**src/sv/hlb_pkg.sv**
```systemverilog
package hlb_pkg;

  // Receiver channel value, center threshold, delay and time stamp widths
  localparam int CHAN_W   = 11;
  localparam int CENTER_W = 12;
  localparam int DELAY_W  = 16;
  localparam int STAMP_W  = 32;

  // Input and output word widths
  localparam int IN_DATA_W  = 72;
  localparam int OUT_DATA_W = 8;

  // Configuration register indexes
  localparam int CFG_IDX_W = 3;
  localparam int CFG_DATA_W = 16;
  typedef enum logic [CFG_IDX_W-1:0] {
    REG_GEARBOX_CENTER    = 3'd0,
    REG_FRONT_LOCK_CENTER = 3'd1,
    REG_REAR_LOCK_CENTER  = 3'd2,
    REG_INVERT_MASK       = 3'd3,
    REG_BLINK_ON_MS       = 3'd4,
    REG_BLINK_OFF_MS      = 3'd5,
    REG_CHANNELS_ASSIGNED = 3'd6
  } cfg_reg_t;

  // Blink timing settings handed to the phase generator
  typedef struct packed {
    logic [DELAY_W-1:0] on_ms;
    logic [DELAY_W-1:0] off_ms;
  } blink_cfg_t;

endpackage

```
**src/sv/hlb_chan.sv**
```systemverilog
module hlb_chan import hlb_pkg::*; (
  input  logic [CHAN_W-1:0]   raw,
  input  logic                invert,
  input  logic [CENTER_W-1:0] center,
  output logic                below
);

  // Inverted value is 2048 - v, which needs one bit more than the raw value
  localparam logic [CENTER_W-1:0] INV_BASE = CENTER_W'(2048);

  logic [CENTER_W-1:0] value;

  assign value = invert ? (INV_BASE - {1'b0, raw}) : {1'b0, raw};
  assign below = value < center;

endmodule

```
**src/sv/hlb_blink.sv**
```systemverilog
module hlb_blink import hlb_pkg::*; #(
  parameter int TIME_BITS = 32
) (
  input  logic                 clk,
  input  logic                 rst,
  input  logic                 step,
  input  logic [TIME_BITS-1:0] now,
  input  logic                 failsafe,
  input  blink_cfg_t           cfg,
  output logic                 phase_next
);

  logic [TIME_BITS-1:0] on_deadline, on_deadline_next;
  logic [TIME_BITS-1:0] off_deadline, off_deadline_next;
  logic                 phase_lit;
  logic                 on_hit, off_hit;
  logic [DELAY_W-1:0]   delay;

  // A zero deadline is disarmed; the on deadline wins when both expire
  assign on_hit  = (on_deadline != '0) && (now > on_deadline);
  assign off_hit = (off_deadline != '0) && (now > off_deadline);

  // Phase that starts under failsafe runs for half its delay
  always_comb begin
    priority if (on_hit) begin
      delay = failsafe ? (cfg.off_ms >> 1) : cfg.off_ms;
    end else begin
      delay = failsafe ? (cfg.on_ms >> 1) : cfg.on_ms;
    end
  end

  always_comb begin
    priority if (on_hit) begin
      on_deadline_next  = '0;
      off_deadline_next = now + TIME_BITS'(delay);
      phase_next        = 1'b0;
    end else if (off_hit) begin
      off_deadline_next = '0;
      on_deadline_next  = now + TIME_BITS'(delay);
      phase_next        = 1'b1;
    end else begin
      on_deadline_next  = on_deadline;
      off_deadline_next = off_deadline;
      phase_next        = phase_lit;
    end
  end

  // Deadline and phase state advance on each step, at most once per processed word
  always_ff @(posedge clk) begin
    if (rst) begin
      on_deadline  <= '0;
      off_deadline <= TIME_BITS'(1);
      phase_lit    <= 1'b0;
    end else if (step) begin
      on_deadline  <= on_deadline_next;
      off_deadline <= off_deadline_next;
      phase_lit    <= phase_next;
    end
  end

endmodule

```
**src/sv/hazard_light_blinker.sv**
```systemverilog
// Hazard lamp controller.
// Input stream s_*: one word per receiver sample carrying gearbox, front
// lock and rear lock channel values, the failsafe flag and a millisecond
// time stamp. Output stream m_*: one word per input word with the front and
// rear lamp levels after that sample. Settings are loaded through the
// cfg_we / cfg_index / cfg_data write port; the user must write them only
// while the stream is idle, as the block does not enforce it. The input
// register loads at the accepting edge and the result register when the
// word advances, which waits while an unaccepted result is held. Throughput
// is one word per cycle while m_tready stays high; the deadline and phase
// state update at most once per word. While m_tready is low with a result
// held, the input register takes a word only if empty, then s_tready drops.
// Reset clears both stream stages, restores the default settings, disarms
// the on deadline, arms the off deadline at one and turns both lamps off.
// With channels unassigned, each word returns the held lamp levels and no
// state changes.
module hazard_light_blinker import hlb_pkg::*; #(
  parameter int TIME_BITS = 32
) (
  input  logic                  clk,
  input  logic                  rst,
  input  logic                  s_tvalid,
  output logic                  s_tready,
  // gearbox_value[10:0], front_lock_value[21:11], rear_lock_value[32:22],
  // failsafe[33], now_ms[65:34], zero fill
  input  logic [IN_DATA_W-1:0]  s_tdata,
  output logic                  m_tvalid,
  input  logic                  m_tready,
  // front_hazard_level[0], rear_hazard_level[1], zero fill
  output logic [OUT_DATA_W-1:0] m_tdata,
  input  logic                  cfg_we,
  input  logic [CFG_IDX_W-1:0]  cfg_index,
  input  logic [CFG_DATA_W-1:0] cfg_data
);

  // Settings
  logic [CENTER_W-1:0] gearbox_center, front_lock_center, rear_lock_center;
  logic [2:0]          invert_mask;
  blink_cfg_t          blink_cfg;
  logic                channels_assigned;

  always_ff @(posedge clk) begin
    if (rst) begin
      gearbox_center    <= CENTER_W'(1024);
      front_lock_center <= CENTER_W'(1024);
      rear_lock_center  <= CENTER_W'(1024);
      invert_mask       <= '0;
      blink_cfg.on_ms   <= DELAY_W'(500);
      blink_cfg.off_ms  <= DELAY_W'(500);
      channels_assigned <= 1'b1;
    end else if (cfg_we) begin
      case (cfg_index)
        REG_GEARBOX_CENTER:    gearbox_center    <= cfg_data[CENTER_W-1:0];
        REG_FRONT_LOCK_CENTER: front_lock_center <= cfg_data[CENTER_W-1:0];
        REG_REAR_LOCK_CENTER:  rear_lock_center  <= cfg_data[CENTER_W-1:0];
        REG_INVERT_MASK:       invert_mask       <= cfg_data[2:0];
        REG_BLINK_ON_MS:       blink_cfg.on_ms   <= cfg_data;
        REG_BLINK_OFF_MS:      blink_cfg.off_ms  <= cfg_data;
        REG_CHANNELS_ASSIGNED: channels_assigned <= cfg_data[0];
        default: ;
      endcase
    end
  end

  // Input register
  logic                 in_valid;
  logic [CHAN_W-1:0]    in_gearbox, in_front, in_rear;
  logic                 in_failsafe;
  logic [STAMP_W-1:0]   in_now;
  logic                 advance;

  assign advance  = in_valid && (!m_tvalid || m_tready);
  assign s_tready = !in_valid || advance;

  always_ff @(posedge clk) begin
    if (rst) begin
      in_valid <= 1'b0;
    end else if (s_tready) begin
      in_valid <= s_tvalid;
    end
  end

  always_ff @(posedge clk) begin
    if (s_tready && s_tvalid) begin
      in_gearbox  <= s_tdata[10:0];
      in_front    <= s_tdata[21:11];
      in_rear     <= s_tdata[32:22];
      in_failsafe <= s_tdata[33];
      in_now      <= s_tdata[65:34];
    end
  end

  // Time stamp masked or zero extended to the deadline width
  logic [TIME_BITS-1:0] now;

  generate
    if (TIME_BITS > STAMP_W) begin : g_now_ext
      assign now = {{(TIME_BITS-STAMP_W){1'b0}}, in_now};
    end else begin : g_now_cut
      assign now = in_now[TIME_BITS-1:0];
    end
  endgenerate

  // Channel compares
  logic gb_low, fl_low, rl_low;

  hlb_chan u_gearbox (
    .raw(in_gearbox), .invert(invert_mask[0]), .center(gearbox_center), .below(gb_low)
  );
  hlb_chan u_front (
    .raw(in_front), .invert(invert_mask[1]), .center(front_lock_center), .below(fl_low)
  );
  hlb_chan u_rear (
    .raw(in_rear), .invert(invert_mask[2]), .center(rear_lock_center), .below(rl_low)
  );

  // Blink phase
  logic step, phase_next;

  assign step = advance && channels_assigned;

  hlb_blink #(.TIME_BITS(TIME_BITS)) u_blink (
    .clk(clk), .rst(rst), .step(step), .now(now), .failsafe(in_failsafe),
    .cfg(blink_cfg), .phase_next(phase_next)
  );

  // Lamp levels
  logic front_level, rear_level, front_next, rear_next;
  logic blink_f, blink_r, front_base, rear_base;

  always_comb begin
    if (gb_low) begin
      blink_f    = 1'b0;
      blink_r    = 1'b0;
      front_base = fl_low;
      rear_base  = rl_low;
    end else begin
      blink_f    = fl_low;
      blink_r    = rl_low;
      front_base = fl_low ? front_level : 1'b1;
      rear_base  = rl_low ? rear_level : 1'b1;
    end
    front_next = (blink_f || in_failsafe) ? phase_next : front_base;
    rear_next  = (blink_r || in_failsafe) ? phase_next : rear_base;
  end

  always_ff @(posedge clk) begin
    if (rst) begin
      front_level <= 1'b0;
      rear_level  <= 1'b0;
    end else if (step) begin
      front_level <= front_next;
      rear_level  <= rear_next;
    end
  end

  // Result register
  always_ff @(posedge clk) begin
    if (rst) begin
      m_tvalid <= 1'b0;
    end else if (advance) begin
      m_tvalid <= 1'b1;
    end else if (m_tready) begin
      m_tvalid <= 1'b0;
    end
  end

  always_ff @(posedge clk) begin
    if (advance) begin
      if (channels_assigned) begin
        m_tdata <= {{(OUT_DATA_W-2){1'b0}}, rear_next, front_next};
      end else begin
        m_tdata <= {{(OUT_DATA_W-2){1'b0}}, rear_level, front_level};
      end
    end
  end

endmodule

```
**config.mk**
```make
export PLATFORM = sky130hd
export DESIGN_NAME = hazard_light_blinker
export DESIGN_NICKNAME = d
export VERILOG_FILES = /design/src/sv/hlb_pkg.sv /design/src/sv/hlb_chan.sv /design/src/sv/hlb_blink.sv /design/src/sv/hazard_light_blinker.sv
export SDC_FILE = /design/constraint.sdc
export NUM_CORES = 1
export LEC_CHECK = 0
export BUFFER_PORTS_ARGS = -buffer_cell sky130_fd_sc_hd__clkbuf_2
export CORE_MARGIN = 1.5
export CORE_UTILIZATION = 65
export DETAILED_ROUTE_END_ITERATION = 8
export PLACE_DENSITY = 0.83
export SYNTH_ARGS = -nofsm -noshare
export SYNTH_HDL_FRONTEND = slang
export SYNTH_SLANG_ARGS = --single-unit
```
**constraint.sdc**
```tcl
create_clock -name clk -period 13.5 [get_ports clk]
set_input_delay 3.375 -clock clk [delete_from_list [all_inputs] [get_ports clk]]
set_output_delay 3.375 -clock clk [all_outputs]
set_load 0.02 [all_outputs]
```
Yosys cells after proc, flatten, opt, wreduce, memory -nomap -nowiden. Cells that the tools add are included.

Flip-flop bits (word level): 215. Input port bits: 96. Output and inout bits: 10.

Add/sub/neg operators: 4. Magnitude comparators: 5. Eq/ne operators: 6. Mux-type cells: 23. Reduce and logical (&&, ||, !) cells: 24.

Operator list (count): $mux 32 (4); $gt 32x32->1 (2); $reduce_bool 32->1 (2); $mux 16 (3); $lt 12x12->1 (3); $mux 12 (3); $sub 12x11->12 const A (3); $add 32x16->32 (1); $reduce_and 2->1 (8); $mux 1 (12); $eq 3x3->1 const B (3); $eq 3x2->1 const B (2); $logic_and 1x1->1 (5); $logic_or 1x1->1 (4); $reduce_bool 2->1 (2); $eq 3x1->1 const B (1); $logic_not 3->1 (1); $logic_not 1->1 (2); $mux 2 (1).

Depth between registers and ports, before layout.
Depth in word-level cells: 7. Depth in mapped cells: 20.

Modules after synthesis. Synthesis repeated with hierarchy kept, for this count alone.

Cells, all modules: 1291. Area, all modules: 12042.8 um^2.

Modules (own cells, without submodules): hlb_blink (instances 1, cells an instance 642, area an instance 5542.8 um^2, sequential area each 1301.2 um^2); hazard_light_blinker (instances 1, cells an instance 432, area an instance 4956.0 um^2, sequential area each 3563.4 um^2); hlb_chan (u_front ...) (instances 2, cells an instance 72, area an instance 514.2 um^2, sequential area each 0.0 um^2); hlb_chan (u_rear) (instances 1, cells an instance 73, area an instance 515.5 um^2, sequential area each 0.0 um^2).

Least setup slack after synthesis. Ideal clock, no wire load.

Path type: input-to-output. From: input port m_tready. To: output port s_tready. Data arrival time: 3701 ps. Required time: 10125 ps. Setup slack: 6424 ps. Stages: 2. Buffers on the path: 0. Path through: nor2b_1 > nand2_1.

Word-level cells in the longest chain between the ends: 3.

RTL lines: from (decl) (RTL line hazard_light_blinker.sv:28) `input logic m_tready,`; $logic_or 1x1->1 (RTL line hazard_light_blinker.sv:72) `assign advance = in_valid && (!m_tvalid || m_tready);`; $logic_and 1x1->1 (RTL line hazard_light_blinker.sv:72); $logic_or 1x1->1 (RTL line hazard_light_blinker.sv:73) `assign s_tready = !in_valid || advance;`; to (decl) (RTL line hazard_light_blinker.sv:23) `output logic s_tready,`.

No other way between the ends.

Final worst setup path. Ends and elaborated chain as after synthesis.

==> impl_metrics.csv <==
group,metric,value,unit
critical_path,cp-start-kind,"primary input",
finish,drive_gt1_frac,0.1010,
clock_network,cts_tree,"yes",
routing,drc,0,
sta,holdWs,0.4555,ns
clock_network,cts_root_buf,"clkbuf_16",
yosys,synthArstFlopShare,0,
sta,period_needed,7.264,ns
floorplan,die_w,136.3,um
yosys,synth_most_common_cell,"nand2_1",
global_route,grt_pass1_vias,9011,
global_route,gr-usage-all-layers,0.2947,
power,irDropWorstVdd,118.3,uV
routing,routed-via-count,9628,
job,drv_cap,0,
yosys,yosys.area.top_type_share,0.2443,
critical_path,cp_max_fo,3,
clock_network,clk_pin_slew,0.06,ns
placed_design,io_buffers,93,
critical_path,rrSetupSlack,7.80,ns
critical_path,reg2regPathDepth,17,
floorplan,die_area,18590,um^2
yosys,yosysSeqAreaShare,0.4210,
sta,timing.final.crit_share,0.5380,
min_path,hold_path_startpoint,"blink_cfg[15]$_SDFFE_PP0P_",
critical_path,required,10.12,ns
critical_path,rr_startpoint,"in_now[7]$_DFFE_PP_",
clock_network,ctsHoldBuffers,0,
yosys,synth_top_cell_by_area,"dfxtp_1",
clock_network,htree_levels,1,
placed_design,gp_congestion,0.9429,
critical_path,endpoint_kind,"output port",
clock_network,clk_latency,0.52,ns
floorplan,floorplan.initialDensity,0.6658,
sta,setup_viol,0,
yosys,synth_flop_cell,"dfxtp_1",
routing,drt-initial-drc-count,680,
power,power_density,129.3,nW/um^2
floorplan,io_pins,106,
yosys,post_synth_num_cell_types,63,
global_route,grt_start_max_net_pins,67,
clock_network,cts_buffer_depth,3,
critical_path,r2r_end,"u_blink.on_deadline[22]$_SDFFE_PP0P_",
finish,final_nets,1587,
routing,wl,27330,um
sta,tightest_slew,1.196,ns
clock_network,cts-resized-gates,0,
power,p_leak,0.004965,uW
routing,first_pass_iters,5,
clock_network,cts_inserted_buffers,22,
clock_network,post_cts_buffers,0,
sta,rsz0062_at_grt,"no",
critical_path,crit_arrival,3.89,ns
finish,nFillCells,1257,
yosys,ys_top_cells_by_count,"nand2_1, dfxtp_1, ha_1",
yosys,synth.top_cells.by_area,"dfxtp_1, edfxtp_1, ha_1, nand2_1, a21oi_1",
floorplan,fp-row-count,48,
routing,wl_per_cell,16.96,um
placed_design,hpwl,19660,um
routing,drtAntennaViolNets,0,
yosys,synth_edf_count,68,
min_path,hold_path.class,"register to register",
sta,finalHoldViolations,0,
sta,max_freq,137.7,MHz
yosys,syn_area,11560,um^2
critical_path,critPathKind,"primary input to output port",
yosys,netlist_instances,1292,
global_route,grt.overflow.total,0,
routing,viasPerCell,5.976,
sta,tns,0,ns
sta,slew_violations,0,
global_route,antenna_found_initial,0,
min_path,hold_depth,2,
yosys,ys_ff_latch,209,
clock_network,cts.sinks,209,
finish,area_delta_synth_final,11.02,%
global_route,grt_pass1_wl,43670,um
sta,clock_skew,0.02003,ns
yosys,yosys_warnings,0,
floorplan,die_y,136.3,um
min_path,holdPathEnd,"blink_cfg[15]$_SDFFE_PP0P_",
finish,antenna_cells,0,
sta,slew_headroom,0.1998,
floorplan,core,17360,um^2
outcome,outcome,"completed",
yosys,avgSynthCellArea,8.944,um^2
-- layer usage --
layer,share of wire,track usage
met5,0,0
met4,0.031,0.09456
met3,0.065,0.04474
met2,0.46,0.4809
met1,0.45,0.4019
-- power by group --
group | internal (uW) | switching, uW
combinational | 137 | 204
clock | 335 | 254
sequential | 691 | 37.6
total | 1160 | 496
-- worst max-delay path, cell delays in order --
cell	delay [ns]
clkbuf_2	0.09
nor2b_1	0.18
nand2_1	0.09
clkbuf_2	0.16
-- per-stage QoR --
| step | area (um^2) | utilization | setup slack [ns] | power [uW] | cells |
|---|---|---|---|---|---|
| 3_3_place_gp | 12130 | 0.6988 | 6.245 | 1062 | 1571 |
| 3_5_place_dp | 12130 | 0.6988 | 6.239 | 1075 | 1571 |
| 4_1_cts | 12830 | 0.7392 | 6.234 | 1663 | 1611 |
| 5_1_grt | 12830 | 0.7392 | 6.140 | 1734 | 1611 |
| 2_1_floorplan | 11570 | - | 6.424 | 981.8 | 1297 |
| 6_report | 12830 | 0.7392 | 6.236 | 1659 | 1611 |
-- cells in the final DEF (no fill, tap or decap), types with 36 or more instances in the layout --
| cell type | n |
|---|---|
| a22oi_1 | 38 |
| xnor2_1 | 46 |
| edfxtp_1 | 68 |
| inv_1 | 113 |
| nand3_1 | 36 |
| dfxtp_1 | 141 |
| nand2_1 | 212 |
| clkbuf_2 | 92 |
| nor2_1 | 77 |
| a21oi_1 | 109 |
| o21ai_0 | 49 |
| ha_1 | 120 |
-- registers in the layout (all words and copies together) (netlist names), 3 cells and up --
signal,count
in_gearbox,11
u_blink.off_deadline,32
in_rear,11
in_now,32
u_blink.on_deadline,32
invert_mask,3
front_lock_center,12
gearbox_center,12
rear_lock_center,12
in_front,11
blink_cfg,32
-- logic make-up after synthesis --
| logic type | after synthesis | synth area share |
|---|---|---|
| compound gates | 274 | 0.1478 |
| xor+xnor | 55 | 0.04169 |
| fa+ha+maj | 121 | 0.1317 |
| buf+inv | 164 | 0.05825 |
| flops | 209 | 0.4210 |
| mux | 36 | 0.03129 |
| other cells | 1 | 0.0003245 |
| simple gates | 432 | 0.1680 |
-- cell type report --
| type | instances | area (um^2) | area share |
|---|---|---|---|
| multi-input cells | 924 | 6038 | 0.4706 |
| flip-flops and latches | 209 | 4865 | 0.3792 |
| clock buffers | 31 | 604.3 | 0.04710 |
| repair buffers | 100 | 520.5 | 0.04057 |
| inverters | 113 | 424.2 | 0.03306 |
| well taps | 225 | 281.5 | 0.02194 |
| clock inverters | 9 | 96.34 | 0.007509 |
-- how the worst max path moves through the flow --
stage               startpoint  endpoint
floorplan             m_tready  s_tready
global placement      m_tready  s_tready
detailed placement    m_tready  s_tready
CTS                   m_tready  s_tready
global route          m_tready  s_tready
finish                m_tready  s_tready
Note: power is estimated with default switching activity, not from simulation.
